**src/rtl/core/ssd_pkg.sv**
```systemverilog
package ssd_pkg;

  // Sizes of the frame store, the scan rotation and the time stamps.
  localparam int FRAME_DEPTH = 16;
  localparam int MAX_DIGITS  = 8;
  localparam int TIME_WIDTH  = 32;

  // Derived widths: store address, cursor (holds FRAME_DEPTH itself), scan index.
  localparam int FRAME_AW = (FRAME_DEPTH > 1) ? $clog2(FRAME_DEPTH) : 1;
  localparam int CUR_W    = $clog2(FRAME_DEPTH + 1);
  localparam int SCAN_W   = (MAX_DIGITS > 1) ? $clog2(MAX_DIGITS) : 1;

  // Field widths of the channels and the configuration port.
  localparam int CHAR_W    = 8;
  localparam int SEG_W     = 8;
  localparam int SEL_W     = 8;
  localparam int CFG_W     = 32;
  localparam int CFG_IDX_W = 3;
  localparam int DCOUNT_W  = 4;
  localparam int FSIZE_W   = 5;

  // Item kinds.
  localparam logic KIND_CHAR = 1'b0;
  localparam logic KIND_SCAN = 1'b1;

  // Configuration register indexes.
  localparam logic [CFG_IDX_W-1:0] CFG_POWER_ON     = 3'd0;
  localparam logic [CFG_IDX_W-1:0] CFG_BLINK_ENABLE = 3'd1;
  localparam logic [CFG_IDX_W-1:0] CFG_BLINK_PERIOD = 3'd2;
  localparam logic [CFG_IDX_W-1:0] CFG_DIGIT_COUNT  = 3'd3;
  localparam logic [CFG_IDX_W-1:0] CFG_FRAME_SIZE   = 3'd4;

  // Configuration reset values.
  localparam logic [CFG_W-1:0]    BLINK_PERIOD_RST = 32'd500000;
  localparam logic [DCOUNT_W-1:0] DIGIT_COUNT_RST  = 4'd4;
  localparam logic [FSIZE_W-1:0]  FRAME_SIZE_RST   = 5'd8;

  // Control characters.
  localparam logic [CHAR_W-1:0] CH_NUL = 8'h00;
  localparam logic [CHAR_W-1:0] CH_BS  = 8'h08;
  localparam logic [CHAR_W-1:0] CH_LF  = 8'h0A;
  localparam logic [CHAR_W-1:0] CH_VT  = 8'h0B;
  localparam logic [CHAR_W-1:0] CH_FF  = 8'h0C;
  localparam logic [CHAR_W-1:0] CH_CR  = 8'h0D;
  localparam logic [CHAR_W-1:0] CH_DOT = 8'h2E;
  localparam logic [CHAR_W-1:0] CH_0   = 8'h30;
  localparam logic [CHAR_W-1:0] CH_9   = 8'h39;
  localparam logic [CHAR_W-1:0] CH_UA  = 8'h41;
  localparam logic [CHAR_W-1:0] CH_UZ  = 8'h5A;
  localparam logic [CHAR_W-1:0] CH_LA  = 8'h61;
  localparam logic [CHAR_W-1:0] CH_LZ  = 8'h7A;
  localparam logic [CHAR_W-1:0] CH_USC = 8'h5F;
  localparam logic [CHAR_W-1:0] CH_MIN = 8'h2D;

  // Segment patterns.
  localparam logic [SEG_W-1:0] DOT_MASK  = 8'h80;
  localparam logic [SEG_W-1:0] GLYPH_USC = 8'h08;
  localparam logic [SEG_W-1:0] GLYPH_MIN = 8'h40;

  localparam logic [SEG_W-1:0] GLYPH_DIGIT [10] = '{
    8'h3F, 8'h06, 8'h5B, 8'h4F, 8'h66, 8'h6D, 8'h7D, 8'h07, 8'h7F, 8'h67};
  localparam logic [SEG_W-1:0] GLYPH_UPPER [26] = '{
    8'h77, 8'h00, 8'h39, 8'h00, 8'h79, 8'h71, 8'h7D,
    8'h76, 8'h30, 8'h0E, 8'h00, 8'h38, 8'h00, 8'h00,
    8'h3F, 8'h73, 8'h00, 8'h00, 8'h6D, 8'h00, 8'h3E,
    8'h00, 8'h00, 8'h00, 8'h6E, 8'h00};
  localparam logic [SEG_W-1:0] GLYPH_LOWER [26] = '{
    8'h00, 8'h7C, 8'h58, 8'h5E, 8'h7B, 8'h00, 8'h00,
    8'h74, 8'h10, 8'h00, 8'h00, 8'h30, 8'h00, 8'h54,
    8'h5C, 8'h00, 8'h00, 8'h50, 8'h00, 8'h78, 8'h1C,
    8'h00, 8'h00, 8'h00, 8'h00, 8'h00};

  // Font lookup; codes without a glyph give a blank pattern.
  function automatic logic [SEG_W-1:0] glyph_of(input logic [CHAR_W-1:0] c);
    logic [CHAR_W-1:0] off;
    logic [SEG_W-1:0]  g;
    off = '0;
    g   = '0;
    if (c >= CH_0 && c <= CH_9) begin
      off = c - CH_0;
      g   = GLYPH_DIGIT[off[3:0]];
    end else if (c >= CH_UA && c <= CH_UZ) begin
      off = c - CH_UA;
      g   = GLYPH_UPPER[off[4:0]];
    end else if (c >= CH_LA && c <= CH_LZ) begin
      off = c - CH_LA;
      g   = GLYPH_LOWER[off[4:0]];
    end else if (c == CH_USC) begin
      g = GLYPH_USC;
    end else if (c == CH_MIN) begin
      g = GLYPH_MIN;
    end
    return g;
  endfunction

  // Commands from the controller to the datapath.
  typedef struct packed {
    logic accept;
    logic exec;
  } ssd_cmd_t;

  // Status from the datapath to the controller.
  typedef struct packed {
    logic is_scan;
    logic out_blocked;
  } ssd_stat_t;

endpackage

```
**src/rtl/core/ssd_in_if.sv**
```systemverilog
interface ssd_in_if;
  logic                           valid;
  logic                           ready;
  logic                           kind;
  logic [ssd_pkg::CHAR_W-1:0]     char_code;
  logic [31:0]                    now_time;

  modport source (output valid, output kind, output char_code, output now_time,
                  input ready);
  modport sink (input valid, input kind, input char_code, input now_time,
                output ready);
endinterface

```
**src/rtl/core/ssd_out_if.sv**
```systemverilog
interface ssd_out_if;
  logic                        valid;
  logic                        ready;
  logic [ssd_pkg::SEG_W-1:0]   segment_bits;
  logic [ssd_pkg::SEL_W-1:0]   digit_select;

  modport source (output valid, output segment_bits, output digit_select,
                  input ready);
  modport sink (input valid, input segment_bits, input digit_select,
                output ready);
endinterface

```
**src/rtl/core/ssd_ctrl.sv**
```systemverilog
module ssd_ctrl (
  input  logic               clk,
  input  logic               rst_n,
  input  logic               in_valid,
  output logic               in_ready,
  input  ssd_pkg::ssd_stat_t stat,
  output ssd_pkg::ssd_cmd_t  cmd
);

  localparam logic ST_IDLE = 1'b0;
  localparam logic ST_EXEC = 1'b1;

  logic state_r;
  logic state_nxt;

  // One item at a time: take it in idle, carry it out in the next state.
  always_comb begin
    in_ready   = (state_r == ST_IDLE);
    cmd.accept = in_ready && in_valid;
    cmd.exec   = (state_r == ST_EXEC) && !(stat.is_scan && stat.out_blocked);
  end

  always_comb begin
    state_nxt = state_r;
    case (state_r)
      ST_IDLE: begin
        if (cmd.accept) state_nxt = ST_EXEC;
      end
      ST_EXEC: begin
        if (cmd.exec) state_nxt = ST_IDLE;
      end
      default: state_nxt = ST_IDLE;
    endcase
  end

  always_ff @(posedge clk) begin
    if (!rst_n) state_r <= ST_IDLE;
    else        state_r <= state_nxt;
  end

  // An accepted item is always followed by an execution cycle.
  a_accept_then_busy: assert property (@(posedge clk) disable iff (!rst_n)
    cmd.accept |=> !in_ready)
    else $error("controller took an item without moving to execution");

endmodule

```
**src/rtl/core/ssd_dpath.sv**
```systemverilog
module ssd_dpath (
  input  logic                                clk,
  input  logic                                rst_n,
  input  ssd_pkg::ssd_cmd_t                   cmd,
  output ssd_pkg::ssd_stat_t                  stat,
  // Item payload.
  input  logic                                in_kind,
  input  logic [ssd_pkg::CHAR_W-1:0]          in_char_code,
  input  logic [31:0]                         in_now_time,
  // Configuration writes.
  input  logic                                cfg_we,
  input  logic [ssd_pkg::CFG_IDX_W-1:0]       cfg_index,
  input  logic [ssd_pkg::CFG_W-1:0]           cfg_data,
  // Result register.
  output logic                                out_valid,
  input  logic                                out_ready,
  output logic [ssd_pkg::SEG_W-1:0]           out_segment_bits,
  output logic [ssd_pkg::SEL_W-1:0]           out_digit_select
);

  localparam int AW  = ssd_pkg::FRAME_AW;
  localparam int CW  = ssd_pkg::CUR_W;
  localparam int SW  = ssd_pkg::SCAN_W;
  localparam int TW  = ssd_pkg::TIME_WIDTH;

  // Configuration registers.
  logic                          power_on_r;
  logic                          blink_en_r;
  logic [ssd_pkg::CFG_W-1:0]     blink_period_r;
  logic [ssd_pkg::DCOUNT_W-1:0]  digit_count_r;
  logic [ssd_pkg::FSIZE_W-1:0]   frame_size_r;

  always_ff @(posedge clk) begin
    if (!rst_n) begin
      power_on_r     <= 1'b0;
      blink_en_r     <= 1'b0;
      blink_period_r <= ssd_pkg::BLINK_PERIOD_RST;
      digit_count_r  <= ssd_pkg::DIGIT_COUNT_RST;
      frame_size_r   <= ssd_pkg::FRAME_SIZE_RST;
    end else if (cfg_we) begin
      case (cfg_index)
        ssd_pkg::CFG_POWER_ON:     power_on_r     <= cfg_data[0];
        ssd_pkg::CFG_BLINK_ENABLE: blink_en_r     <= cfg_data[0];
        ssd_pkg::CFG_BLINK_PERIOD: blink_period_r <= cfg_data;
        ssd_pkg::CFG_DIGIT_COUNT:  digit_count_r  <= cfg_data[ssd_pkg::DCOUNT_W-1:0];
        ssd_pkg::CFG_FRAME_SIZE:   frame_size_r   <= cfg_data[ssd_pkg::FSIZE_W-1:0];
        default: ;
      endcase
    end
  end

  // Control state.
  logic [CW-1:0]           cursor_r, cursor_nxt;
  logic [SW-1:0]           scan_idx_r, scan_idx_nxt;
  logic                    visible_r, visible_nxt;
  logic [TW-1:0]           mark_r, mark_nxt;
  logic [ssd_pkg::FRAME_DEPTH-1:0] fvalid_r, fvalid_nxt;
  logic                    out_valid_r, out_valid_nxt;

  // Item and read data held from the accept edge.
  logic                          kind_r;
  logic [ssd_pkg::CHAR_W-1:0]    char_r;
  logic [TW-1:0]                 now_r;
  logic [ssd_pkg::SEG_W-1:0]     rd_data_r;
  logic                          rd_hit_r;
  logic [ssd_pkg::SEG_W-1:0]     seg_r, seg_nxt;
  logic [ssd_pkg::SEL_W-1:0]     sel_r, sel_nxt;

  // Frame store memory.
  logic [ssd_pkg::SEG_W-1:0]     mem_r [ssd_pkg::FRAME_DEPTH];
  logic                          wr_en;
  logic [AW-1:0]                 wr_addr;
  logic [ssd_pkg::SEG_W-1:0]     wr_data;

  // Effective sizes.
  logic [CW-1:0]                 size_eff;
  logic [ssd_pkg::DCOUNT_W-1:0]  digits_eff;

  always_comb begin
    size_eff = (32'(frame_size_r) > 32'(ssd_pkg::FRAME_DEPTH)) ?
               CW'(ssd_pkg::FRAME_DEPTH) : CW'(frame_size_r);
    digits_eff = (32'(digit_count_r) > 32'(ssd_pkg::MAX_DIGITS)) ?
                 ssd_pkg::DCOUNT_W'(ssd_pkg::MAX_DIGITS) : digit_count_r;
  end

  // Read address at accept: scan digit or the entry before the cursor.
  logic [CW-1:0] rd_full;
  logic          rd_in_range;

  always_comb begin
    rd_full     = (in_kind == ssd_pkg::KIND_SCAN) ? CW'(scan_idx_r) : cursor_r - CW'(1);
    rd_in_range = (32'(rd_full) < 32'(ssd_pkg::FRAME_DEPTH));
  end

  always_ff @(posedge clk) begin
    if (cmd.accept) begin
      kind_r    <= in_kind;
      char_r    <= in_char_code;
      now_r     <= in_now_time[TW-1:0];
      rd_data_r <= mem_r[rd_full[AW-1:0]];
      rd_hit_r  <= rd_in_range && fvalid_r[rd_full[AW-1:0]];
    end
  end

  always_ff @(posedge clk) begin
    if (wr_en) mem_r[wr_addr] <= wr_data;
  end

  // Entry value as read; a never-written or cleared entry reads zero.
  logic [ssd_pkg::SEG_W-1:0] rd_val;
  logic [TW-1:0]             elapsed;
  logic                      vis_now;
  logic [SW:0]               scan_inc;

  assign rd_val = rd_hit_r ? rd_data_r : '0;

  // Address of the entry before a nonzero cursor.
  function automatic logic [AW-1:0] rd_full_exec(input logic [CW-1:0] cur);
    logic [CW-1:0] prev;
    prev = cur - CW'(1);
    return prev[AW-1:0];
  endfunction

  // Execution of the held item.
  always_comb begin
    cursor_nxt    = cursor_r;
    scan_idx_nxt  = scan_idx_r;
    visible_nxt   = visible_r;
    mark_nxt      = mark_r;
    fvalid_nxt    = fvalid_r;
    seg_nxt       = seg_r;
    sel_nxt       = sel_r;
    wr_en         = 1'b0;
    wr_addr       = cursor_r[AW-1:0];
    wr_data       = '0;
    elapsed       = now_r - mark_r;
    vis_now       = visible_r;
    scan_inc      = {1'b0, scan_idx_r} + (SW+1)'(1);
    out_valid_nxt = (out_valid_r && out_ready) ? 1'b0 : out_valid_r;

    if (cmd.exec && kind_r == ssd_pkg::KIND_SCAN) begin
      out_valid_nxt = 1'b1;
      seg_nxt       = '0;
      sel_nxt       = '0;
      if (!power_on_r) begin
        scan_idx_nxt = SW'(1);
      end else begin
        // Blink phase tracking from the item time stamp.
        if (!blink_en_r) begin
          vis_now  = 1'b1;
          mark_nxt = now_r;
        end else if (32'(elapsed) > blink_period_r) begin
          vis_now  = !visible_r;
          mark_nxt = now_r;
        end
        visible_nxt = vis_now;
        if (vis_now) begin
          seg_nxt = rd_val;
          sel_nxt = ssd_pkg::SEL_W'(1) << scan_idx_r;
        end
        // Scan rotation wraps at the effective digit count.
        if (32'(scan_inc) >= 32'(digits_eff)) scan_idx_nxt = '0;
        else                                  scan_idx_nxt = scan_inc[SW-1:0];
      end
    end else if (cmd.exec) begin
      case (char_r)
        ssd_pkg::CH_NUL: ;
        ssd_pkg::CH_CR: cursor_nxt = '0;
        ssd_pkg::CH_LF, ssd_pkg::CH_VT, ssd_pkg::CH_FF: begin
          for (int i = 0; i < ssd_pkg::FRAME_DEPTH; i++) begin
            if (32'(i) < 32'(size_eff)) fvalid_nxt[i] = 1'b0;
          end
          cursor_nxt = '0;
        end
        ssd_pkg::CH_BS: begin
          if (cursor_r != '0) cursor_nxt = cursor_r - CW'(1);
          if (32'(cursor_nxt) < 32'(ssd_pkg::FRAME_DEPTH)) begin
            fvalid_nxt[cursor_nxt[AW-1:0]] = 1'b0;
          end
        end
        default: begin
          if (cursor_r < size_eff) begin
            wr_en = 1'b1;
            if (char_r == ssd_pkg::CH_DOT) begin
              if (cursor_r == '0) begin
                wr_addr = '0;
                wr_data = ssd_pkg::DOT_MASK;
              end else begin
                wr_addr = rd_full_exec(cursor_r);
                wr_data = rd_val | ssd_pkg::DOT_MASK;
              end
            end else begin
              wr_addr    = cursor_r[AW-1:0];
              wr_data    = ssd_pkg::glyph_of(char_r);
              cursor_nxt = cursor_r + CW'(1);
            end
            fvalid_nxt[wr_addr] = 1'b1;
          end
        end
      endcase
    end
  end

  always_ff @(posedge clk) begin
    if (!rst_n) begin
      cursor_r    <= '0;
      scan_idx_r  <= '0;
      visible_r   <= 1'b1;
      mark_r      <= '0;
      fvalid_r    <= '0;
      out_valid_r <= 1'b0;
    end else begin
      cursor_r    <= cursor_nxt;
      scan_idx_r  <= scan_idx_nxt;
      visible_r   <= visible_nxt;
      mark_r      <= mark_nxt;
      fvalid_r    <= fvalid_nxt;
      out_valid_r <= out_valid_nxt;
    end
  end

  always_ff @(posedge clk) begin
    seg_r <= seg_nxt;
    sel_r <= sel_nxt;
  end

  // Status and result outputs.
  always_comb begin
    stat.is_scan     = (kind_r == ssd_pkg::KIND_SCAN);
    stat.out_blocked = out_valid_r && !out_ready;
    out_valid        = out_valid_r;
    out_segment_bits = seg_r;
    out_digit_select = sel_r;
  end

  // A scan never overwrites a result that has not been transferred.
  a_no_overwrite: assert property (@(posedge clk) disable iff (!rst_n)
    !(cmd.exec && stat.is_scan && out_valid_r && !out_ready))
    else $error("scan result overwrote a pending transfer");

  // A scan while powered off parks the rotation at digit one.
  a_power_off_index: assert property (@(posedge clk) disable iff (!rst_n)
    (cmd.exec && stat.is_scan && !power_on_r) |=> (scan_idx_r == SW'(1)))
    else $error("power-off scan did not set the scan index to one");

  // The cursor never passes the end of the frame store.
  a_cursor_bound: assert property (@(posedge clk) disable iff (!rst_n)
    32'(cursor_r) <= 32'(ssd_pkg::FRAME_DEPTH))
    else $error("write cursor beyond the frame store");

  // At most one digit is enabled in any result.
  a_select_onehot: assert property (@(posedge clk) disable iff (!rst_n)
    out_valid_r |-> $onehot0(sel_r))
    else $error("digit select is not one-hot");

endmodule

```
**src/rtl/core/seven_segment_text_scan_controller_unit.sv**
```systemverilog
// Each item is registered at its transfer in and carried out in the execution state
// that follows; a scan item's result is registered at the end of its execution.
// Items are taken one at a time: a new item is not accepted until the last one has
// executed, and a scan waits in execution while the previous result is not yet taken.
// Reset (synchronous, rst_n low) clears the frame store valid bits at once,
// homes cursor and scan index, shows the display, and loads config defaults.
module seven_segment_text_scan_controller_unit (
  input  logic                            clk,
  input  logic                            rst_n,
  ssd_in_if.sink                          in_chan,
  ssd_out_if.source                       out_chan,
  input  logic                            cfg_we,
  input  logic [ssd_pkg::CFG_IDX_W-1:0]   cfg_index,
  input  logic [ssd_pkg::CFG_W-1:0]       cfg_data
);

  ssd_pkg::ssd_cmd_t  cmd;
  ssd_pkg::ssd_stat_t stat;
  logic               in_ready;

  assign in_chan.ready = in_ready;

  ssd_ctrl u_ctrl (
    .clk      (clk),
    .rst_n    (rst_n),
    .in_valid (in_chan.valid),
    .in_ready (in_ready),
    .stat     (stat),
    .cmd      (cmd)
  );

  ssd_dpath u_dpath (
    .clk              (clk),
    .rst_n            (rst_n),
    .cmd              (cmd),
    .stat             (stat),
    .in_kind          (in_chan.kind),
    .in_char_code     (in_chan.char_code),
    .in_now_time      (in_chan.now_time),
    .cfg_we           (cfg_we),
    .cfg_index        (cfg_index),
    .cfg_data         (cfg_data),
    .out_valid        (out_chan.valid),
    .out_ready        (out_chan.ready),
    .out_segment_bits (out_chan.segment_bits),
    .out_digit_select (out_chan.digit_select)
  );

endmodule
```
**src/flat_wrapper.sv**
```systemverilog
// flat-port wrapper written by rule: the top's interface ports become plain ports
module seven_segment_text_scan_controller_unit_flat 
  (clk, rst_n, cfg_we, cfg_index, cfg_data, in_chan_valid, in_chan_kind, in_chan_char_code, in_chan_now_time, in_chan_ready, out_chan_valid, out_chan_segment_bits, out_chan_digit_select, out_chan_ready);
  ssd_in_if in_chan_i ();
  ssd_out_if out_chan_i ();
  input  logic clk;
  input  logic rst_n;
  input  logic cfg_we;
  input  logic [ssd_pkg::CFG_IDX_W-1:0] cfg_index;
  input  logic [ssd_pkg::CFG_W-1:0] cfg_data;
  input wire logic [$bits(in_chan_i.valid)-1:0] in_chan_valid;
  input wire logic [$bits(in_chan_i.kind)-1:0] in_chan_kind;
  input wire logic [$bits(in_chan_i.char_code)-1:0] in_chan_char_code;
  input wire logic [$bits(in_chan_i.now_time)-1:0] in_chan_now_time;
  output wire logic [$bits(in_chan_i.ready)-1:0] in_chan_ready;
  output wire logic [$bits(out_chan_i.valid)-1:0] out_chan_valid;
  output wire logic [$bits(out_chan_i.segment_bits)-1:0] out_chan_segment_bits;
  output wire logic [$bits(out_chan_i.digit_select)-1:0] out_chan_digit_select;
  input wire logic [$bits(out_chan_i.ready)-1:0] out_chan_ready;
  assign in_chan_i.valid = in_chan_valid;
  assign in_chan_i.kind = in_chan_kind;
  assign in_chan_i.char_code = in_chan_char_code;
  assign in_chan_i.now_time = in_chan_now_time;
  assign in_chan_ready = in_chan_i.ready;
  assign out_chan_valid = out_chan_i.valid;
  assign out_chan_segment_bits = out_chan_i.segment_bits;
  assign out_chan_digit_select = out_chan_i.digit_select;
  assign out_chan_i.ready = out_chan_ready;
  seven_segment_text_scan_controller_unit u_core (.clk(clk), .rst_n(rst_n), .in_chan(in_chan_i), .out_chan(out_chan_i), .cfg_we(cfg_we), .cfg_index(cfg_index), .cfg_data(cfg_data));
endmodule
```
**config.mk**
```make
export PLATFORM = sky130hd
export DESIGN_NAME = seven_segment_text_scan_controller_unit_flat
export DESIGN_NICKNAME = d
export VERILOG_FILES = /design/src/rtl/core/ssd_pkg.sv /design/src/rtl/core/ssd_in_if.sv /design/src/rtl/core/ssd_out_if.sv /design/src/rtl/core/ssd_ctrl.sv /design/src/rtl/core/ssd_dpath.sv /design/src/rtl/core/seven_segment_text_scan_controller_unit.sv /design/src/flat_wrapper.sv
export SDC_FILE = /design/constraint.sdc
export NUM_CORES = 1
export LEC_CHECK = 0
export BUFFER_PORTS_ARGS = -buffer_cell sky130_fd_sc_hd__buf_2
export CAP_MARGIN = 10
export CORE_MARGIN = 4
export CORE_UTILIZATION = 47
export DETAILED_ROUTE_END_ITERATION = 12
export PLACE_DENSITY = 0.71
export SYNTH_ARGS = -nofsm -noshare
export SYNTH_HDL_FRONTEND = slang
export SYNTH_HIERARCHICAL = 1
export SYNTH_SLANG_ARGS = --single-unit
```
**constraint.sdc**
```tcl
create_clock -name clk -period 10.4 [get_ports clk]
set_input_delay 2.08 -clock clk [delete_from_list [all_inputs] [get_ports clk]]
set_output_delay 2.08 -clock clk [all_outputs]
set_load 0.02 [all_outputs]
```
==> metrics, run 1 <==
final-report setup violation count=0; Final #Nets=1710; kind of end point of the critical path=flip-flop; Maximum Capacitance Violations=0; total leakage power=0.00643 uW; setup slack of the most critical reg-to-reg path=4.95 ns; global-route wire length before repair=60600 um; area added between synthesis and finish=12.0%; antenna violations before repair=1; TritonCTS buffer count=31; post-CTS clock slew at the launch and capture registers of the worst setup and hold paths=0.06 ns; fin. max-slew vios=0; area of the die=36400 um2; YS warnings=6; synthesized area per cell=10.6 um2; global-route congestion overflow total=0; setup slack after placement=5.09 ns; total global routing track utilization=20.7%; Starting Density=48.0%; drt initial violations=1307; sum of routed wire length over all layers=38600 um; cell area after synthesis=15700 um2; DR pass1 iterations=6; beginning of the worst hold path=u_core/u_dpath/blink_period_r[30]; peak supply drop=0.000146 V; required time of the critical path=10.85 ns; depth of the most critical reg-to-reg path=22; cell count of the worst hold path=2; final instance area=17600 um2; count of nets left with antenna violations after detail routing=0; drc violations=0; root buffer cell=clkbuf_16; power per cell area=153 nW/um2; routability cong.=0.919; top-area cell type share of the netlist area=37.1%; overall die width=191 um; Max-Slew Margin vs Limit=24.3%; data arrival time at the worst-slack endpoint=5.90 ns; endpoint of the most critical register-to-register path=u_core/u_dpath/mark_r[9]; Worst-Margin Slew=1.13 ns; fin crit share=52.4%; Async SR Flop Fraction=0%; dpl hpwl=26600 um; clock network latency to the later pin of the worst-skew pair=0.59 ns; Top Ports=99; dominant cells by area after synthesis=edfxtp_1 37%, dfxtp_1 13%, ha_1 6.7%; Via density=5.85; terminating pin of the worst hold path=u_core/u_dpath/blink_period_r[30]; count of unique library cells instantiated by Yosys=77; area post-placement=16600 um2; leading area contributor after synthesis=edfxtp_1; slack of the critical path=4.95 ns; Min Clock Period, post-route=5.45 ns; Setup Skew=0.0301 ns; Core Rows=66; number of endpoints with negative hold slack in the final report=0; Mapped Nets=1644; htree depth=1; status=finished clean; Resize count post-CTS=0; RSZ-0062 raised after global routing=no; fraction of final layout cells with drive strength greater than 1=14.1%; final sum of negative setup slack=0 ns; startpoint of the worst register-to-register path=u_core/u_dpath/now_r[0]; number of buffers between clock root and the deepest sink=3; Max Fclk=184 MHz; routed len/inst=19.2 um; Final Hold Slack=0.459 ns; number of global-route vias before repair=11100; post-CTS setup-driven buffer insertion count=0; CTS hold repair buffers=0; maximum number of pins on one net before global-route repair=66; TritonCTS clock tree=done; overall via count from detail_route=11800; CP Max Fanout=65; prevailing post-synth register cell=edfxtp_1; Yosys reg bits=296; category of the worst setup path launch point=flip-flop; sequential fraction of the synthesis area=50.1%; kind of path behind the tightest hold check=flip-flop to flip-flop; Mapped Cells=1478; number of enable-type register cells in the synthesized netlist=194; Setup CP Type=flip-flop to flip-flop; core footprint=32700 um2; # port buffers=98; number of sinks on the clock net=296; height of the die=191 um
==> metal layers <==
layer	part of all wire [%]	vias up	GRT usage (%)
li1	-	5644	-
met1	44	5644	30.3
met2	45	426	32.3
met3	8.4	59	3.79
met4	2.1	0	5.14
met5	0	-	0
==> critical path, cell delays in order (launching register included) <==
cell      delay [ns]
edfxtp_1        0.34
inv_1           0.05
ha_1            0.18
inv_1           0.07
fa_1            0.21
a21oi_1         0.10
o21ai_0         0.36
a211oi_1        0.23
o31ai_1         0.57
nand4_1         0.20
o21ai_0         0.31
mux2i_1         0.22
o311ai_0        0.15
ha_1            0.30
nand4_1         0.11
or2_2           0.34
nor3_1          0.23
nand2_1         0.07
o22a_1          0.28
a21oi_4         0.18
buf_4           0.53
nand3_1         0.16
o31ai_1         0.12
==> cell usage in the layout (no fill, tap or decap), drive strengths merged, types with 7 or more instances in the layout <==
| cell type | count |
|---|---|
| o31ai | 34 |
| o31a | 7 |
| o211ai | 13 |
| or2 | 7 |
| o21ai | 63 |
| and3 | 24 |
| inv | 95 |
| dfxtp | 102 |
| edfxtp | 194 |
| a21oi | 119 |
| xnor2 | 19 |
| clkbuf | 42 |
| nand2 | 139 |
| buf | 112 |
| a31oi | 14 |
| a211oi | 18 |
| and2 | 8 |
| ha | 84 |
| mux4 | 38 |
| xor2 | 17 |
| a21o | 20 |
| a22oi | 7 |
| nor2 | 104 |
| o22ai | 11 |
| or3 | 10 |
| nand4 | 16 |
| nor3 | 17 |
| nand2b | 21 |
| mux2i | 25 |
| nand3 | 51 |
| o21a | 16 |
| clkinv | 9 |
| nor2b | 24 |
==> metrics by stage <==
| step | cells | util [%] | power (uW) |
|---|---|---|---|
| 4_1_cts | 2009 | 53.7 | 2720 |
| 2_1_floorplan | 1478 | - | 1520 |
| 5_1_grt | 2011 | 53.8 | 2800 |
| 3_5_place_dp | 1951 | 50.6 | 1620 |
| 3_3_place_gp | 1951 | 50.6 | 1610 |
| 6_report | 2012 | 53.8 | 2690 |
==> worst max-delay path by stage <==
stage / startpoint / endpoint / slack, ns / cells after the start
global route: u_core/u_dpath/now_r[0] / u_core/u_dpath/mark_r[11] / 4.48 / 22
CTS: u_core/u_dpath/now_r[0] / u_core/u_dpath/mark_r[9] / 4.99 / 22
global placement: u_core/u_dpath/now_r[0] / u_core/u_dpath/visible_r / 5.17 / 22
finish: u_core/u_dpath/now_r[0] / u_core/u_dpath/mark_r[9] / 4.95 / 22
detailed placement: u_core/u_dpath/now_r[0] / u_core/u_dpath/out_segment_bits[5] / 5.09 / 21
floorplan: in_chan_valid / u_core/u_dpath/char_r[0] / 5.61 / 1
==> power breakdown <==
part           internal, uW  switching [uW]
sequential             1270            19.0
combinational           121             187
clock                   635             460
==> state kept, by name (all words and copies together) (netlist names), 3 cells and up <==
| signal | count |
|---|---|
| u_core/u_dpath/out_digit_select | 8 |
| u_core/u_dpath/mark_r | 32 |
| u_core/u_dpath/char_r | 8 |
| u_core/u_dpath/blink_period_r | 32 |
| u_core/u_dpath/cursor_r | 5 |
| u_core/u_dpath/rd_data_r | 8 |
| u_core/u_dpath/now_r | 32 |
| u_core/u_dpath/scan_idx_r | 3 |
| u_core/u_dpath/out_segment_bits | 8 |
| u_core/u_dpath/mem_r | 128 |
| u_core/u_dpath/digit_count_r | 4 |
| u_core/u_dpath/fvalid_r | 16 |
| u_core/u_dpath/frame_size_r | 5 |
==> Yosys cell counts (8+ instances only) <==
library cell / instances
buf_1: 8
a21o_1: 20
edfxtp_1: 194
a211oi_1: 18
nor3_1: 17
xor2_1: 17
a31oi_1: 14
nor2_1: 104
inv_1: 92
o21a_1: 16
o31ai_1: 34
and3_1: 24
nand4_1: 16
nor2b_1: 24
nand2_1: 139
buf_2: 8
mux2i_1: 24
o211ai_1: 13
o21ai_0: 60
dfxtp_1: 102
mux4_2: 38
clkbuf_1: 60
ha_1: 84
xnor2_1: 19
or3_1: 10
o22ai_1: 11
a21oi_1: 118
nand2b_1: 21
nand3_1: 51
==> final cells by class <==
class	instances	area, um2
fill	2829	15100
sequential	296	7870
multi-input combinational	1011	7220
clock buffer	42	827
timing repair buffer	112	596
tap	442	553
inverter	92	345
clock inverter	16	178
antenna	1	2.50
==> kinds of logic (layout without fill, tap and decap cells) <==
group	Yosys count	after routing	share of synthesized area, %
fa+ha+maj	87	87	6.95
other cells	0	1	0
simple gates	440	440	13.4
xor+xnor	36	36	2.01
buf+inv	171	262	4.22
flops	296	296	50.1
mux	65	65	7.21
compound gates	383	383	16.1
Note: power is estimated with default switching activity, not from simulation.
==> inputs of run 2 (changes only) <==
PLACE_DENSITY = 0.74   (was 0.71)
clock period = 4.55 ns   (was 10.4 ns; I/O delays follow)
==> run 2 against run 1 <==
Effect of this change:
- wire length is 7.8% higher
- sequential cell count unchanged
- cell count grew 6.0%
- sequential share of layout area fell by 3.6 points
- maximum frequency increased by 18%
- total power increased by 130%
- via count is 7.1% higher
- sequential power up 130%
- clock power rose by 130%
- worst hold slack better by 0.0023 ns
- combinational power rose to 2.8 times the previous value
- global-route usage is 0.75 points higher
- critical endpoint is now u_core/u_dpath/out_segment_bits[6]
- largest cell class unchanged
- the flow now finishes with violations (setup timing)
==> metrics, run 2 (synthesized netlist as in run 1, its figures left out) <==
Min Clock Period, post-route=4.62 ns (was 5.45 ns); depth of the most critical reg-to-reg path=20 (was 22); routability cong.=0.977 (was 0.919); Starting Density=48.0% (unchanged); CP peak stage delay=0.57 ns (about the same); clock network latency to the later pin of the worst-skew pair=0.56 ns (was 0.59 ns); kind of path behind the tightest hold check=flip-flop to flip-flop (unchanged); final-report setup violation count=28 (was 0); setup slack of the most critical reg-to-reg path=-0.07 ns (was 4.95 ns); Largest delay share family, worst path=compound AO/OA/AOI/OAI gates (unchanged); final sum of negative setup slack=-1.06 ns (was 0 ns); peak supply drop=0.000324 V (was 0.000146 V); required time of the critical path=4.87 ns (was 10.85 ns); number of buffers and inverters on the critical path=3 (unchanged); Top Ports=99 (unchanged); # port buffers=98 (unchanged); total leakage power=0.00711 uW (was 0.00643 uW); violations in the final reports=setup timing; CP Max Fanout=8 (was 65); area post-placement=17400 um2 (was 16600 um2); Maximum Capacitance Violations=0 (unchanged); Worst-Margin Slew=1.06 ns (was 1.13 ns); core footprint=32700 um2 (unchanged); Max-Slew Margin vs Limit=29.3% (was 24.3%); drc violations=0 (unchanged); cell at the slowest stage of the critical path=or4_4 (was o31ai_1); overall via count from detail_route=12600 (was 11800); data arrival time at the worst-slack endpoint=4.93 ns (was 5.90 ns); commonest non-fill, non-tap cell in the layout=edfxtp_1 (unchanged); kind of end point of the critical path=flip-flop (unchanged); root buffer cell=clkbuf_16 (unchanged); Core Rows=66 (unchanged); DR pass1 iterations=5 (was 6); Most common cell on crit path=buf_6; Final #Nets=1835 (was 1710); largest register by flop count=u_core/u_dpath/mem_r (unchanged); fin crit share=101% (was 52.4%); TritonCTS buffer count=30 (was 31); global-route wire length before repair=63400 um (was 60600 um); layout filler cell count=2667 (was 2829); critical path cell sequence=buf_6 -> ha_4 -> nor2b_1 -> o21ai_1 -> o211a_1 -> o21ai_2 -> o21a_4 -> o41a_1 -> or4_4 -> nand3_4 -> ha_4 -> nand2_2 -> o21ai_2 -> a2111oi_4 -> o22a_2 -> buf_6 -> xor2_2 -> nand2_2 -> buf_6 -> and3_4 (was inv_1 -> ha_1 -> inv_1 -> fa_1 -> a21oi_1 -> o21ai_0 -> a211oi_1 -> o31ai_1 -> nand4_1 -> o21ai_0 -> mux2i_1 -> o311ai_0 -> ha_1 -> nand4_1 -> or2_2 -> nor3_1 -> nand2_1 -> o22a_1 -> a21oi_4 -> buf_4 -> nand3_1 -> o31ai_1); number of buffers between clock root and the deepest sink=3 (unchanged); post-CTS clock slew at the launch and capture registers of the worst setup and hold paths=0.06 ns (about the same); Via density=5.92 (was 5.85); routed len/inst=19.5 um (was 19.2 um); Setup CP Type=flip-flop to flip-flop (unchanged); fraction of final layout cells with drive strength greater than 1=24.9% (was 14.1%); cell count of the worst hold path=2 (unchanged); total global routing track utilization=21.5% (was 20.7%); count of nets left with antenna violations after detail routing=0 (unchanged); htree depth=1 (unchanged); category of the worst setup path launch point=flip-flop (unchanged); Finished Layout Cells=2132 (was 2012); commonest cells after routing, fill and taps aside=194 x edfxtp_1, 137 x nand2_1, 125 x buf_4 (was 194 x edfxtp_1, 139 x nand2_1, 116 x a21oi_1); flip-flop count of the largest register, all copies and words added=128 (unchanged); final instance area=19100 um2 (was 17600 um2); Design Power=6320 uW (was 2690 uW); Inserted Diodes=0 (was 1); overall die width=191 um (unchanged); dpl hpwl=28000 um (was 26600 um); area added between synthesis and finish=21.9% (was 12.0%); height of the die=191 um (unchanged); drt initial violations=1166 (was 1307); multi-input combinational cell area=7680 um2 (was 7220 um2); CTS hold repair buffers=0 (unchanged); sum of routed wire length over all layers=41600 um (was 38600 um); number of cells on the critical path=20 (was 22); maximum number of pins on one net before global-route repair=60 (was 66); slack of the critical path=-0.0655 ns (was 4.95 ns); number of global-route vias before repair=12100 (was 11100); antenna violations before repair=1 (unchanged); placed cells=2060 (was 1951); global-route congestion overflow total=0 (unchanged); Setup Skew=0.0145 ns (was 0.0301 ns); Max Fclk=217 MHz (was 184 MHz); power per cell area=330 nW/um2 (was 153 nW/um2); RSZ-0062 raised after global routing=yes (was no); status=finished with violations (was finished clean); area of the die=36400 um2 (unchanged); number of endpoints with negative hold slack in the final report=0 (unchanged); TritonCTS clock tree=done (unchanged); setup slack after placement=-0.499 ns (was 5.09 ns); Sequential Area=7870 um2 (unchanged); fin. max-slew vios=0 (unchanged); number of sinks on the clock net=296 (unchanged)
-- run 2: changes by cell type in the layout (fill, tap and decap cells not counted), sizes merged --
| cell | change |
|---|---|
| buf | +125 |
| bufinv | +2 |
| clkbuf | -7 |
| clkinv | +3 |
| clkinvlp | +1 |
| diode | -1 |
| inv | -3 |
-- run 2: layout make-up --
| cell class | count | area share (%) |
|---|---|---|
| Inverter | 92 | 1.80 |
| Timing Repair Buffer | 238 | 8.82 |
| Tap cell | 442 | 2.89 |
| Multi-Input combinational cell | 1011 | 40.1 |
| Sequential cell | 296 | 41.1 |
| Clock buffer | 34 | 4.00 |
| Clock inverter | 19 | 1.24 |
-- run 2: through the flow --
| step | util (%) | hold WS [ns] |
|---|---|---|
| 2_1_floorplan | - | 0.432 |
| 3_3_place_gp | 53.2 | 0.447 |
| 3_5_place_dp | 53.2 | 0.450 |
| 4_1_cts | 56.9 | 0.459 |
| 5_1_grt | 58.5 | 0.475 |
| 6_report | 58.5 | 0.462 |
-- run 2: tightest hold or removal path, delay by kind of cell (launching register included) --
family	cells	cell delay, ns
AOI/OAI and AO/OA	1	0.05
DFF	1	0.31
and+or+nand+nor	1	0.05
-- run 2: worst paths after layout --
check	start	end
setup / recovery	u_core/u_dpath/now_r[1]	u_core/u_dpath/out_segment_bits[6]
hold / removal	u_core/u_dpath/blink_period_r[9]	u_core/u_dpath/blink_period_r[9]
setup reg to reg	u_core/u_dpath/now_r[1]	u_core/u_dpath/out_segment_bits[6]
hold reg to reg	u_core/u_dpath/blink_period_r[9]	u_core/u_dpath/blink_period_r[9]
-- run 2: per-layer routing --
| metal | GRT usage (%) | part of all wire [%] |
|---|---|---|
| met5 | 0 | 0.017 |
| met4 | 5.91 | 2.7 |
| met3 | 3.63 | 8.2 |
| met2 | 35.1 | 47 |
| met1 | 29.9 | 42 |
-- run 2: what timing repair did --
item / CTS / global route
resized for setup: 23 / 86
setup buffers: 6 / 8
endpoints found under the setup margin: 49 / 49
pin swaps: 9 / 42
cloned: 3 / 2
-- run 2: report_power, final --
group          internal [uW]  leakage, uW  switching [uW]
Combinational            370      0.00395             478
Clock                   1490     0.000482            1040
Sequential              2900      0.00267            45.2
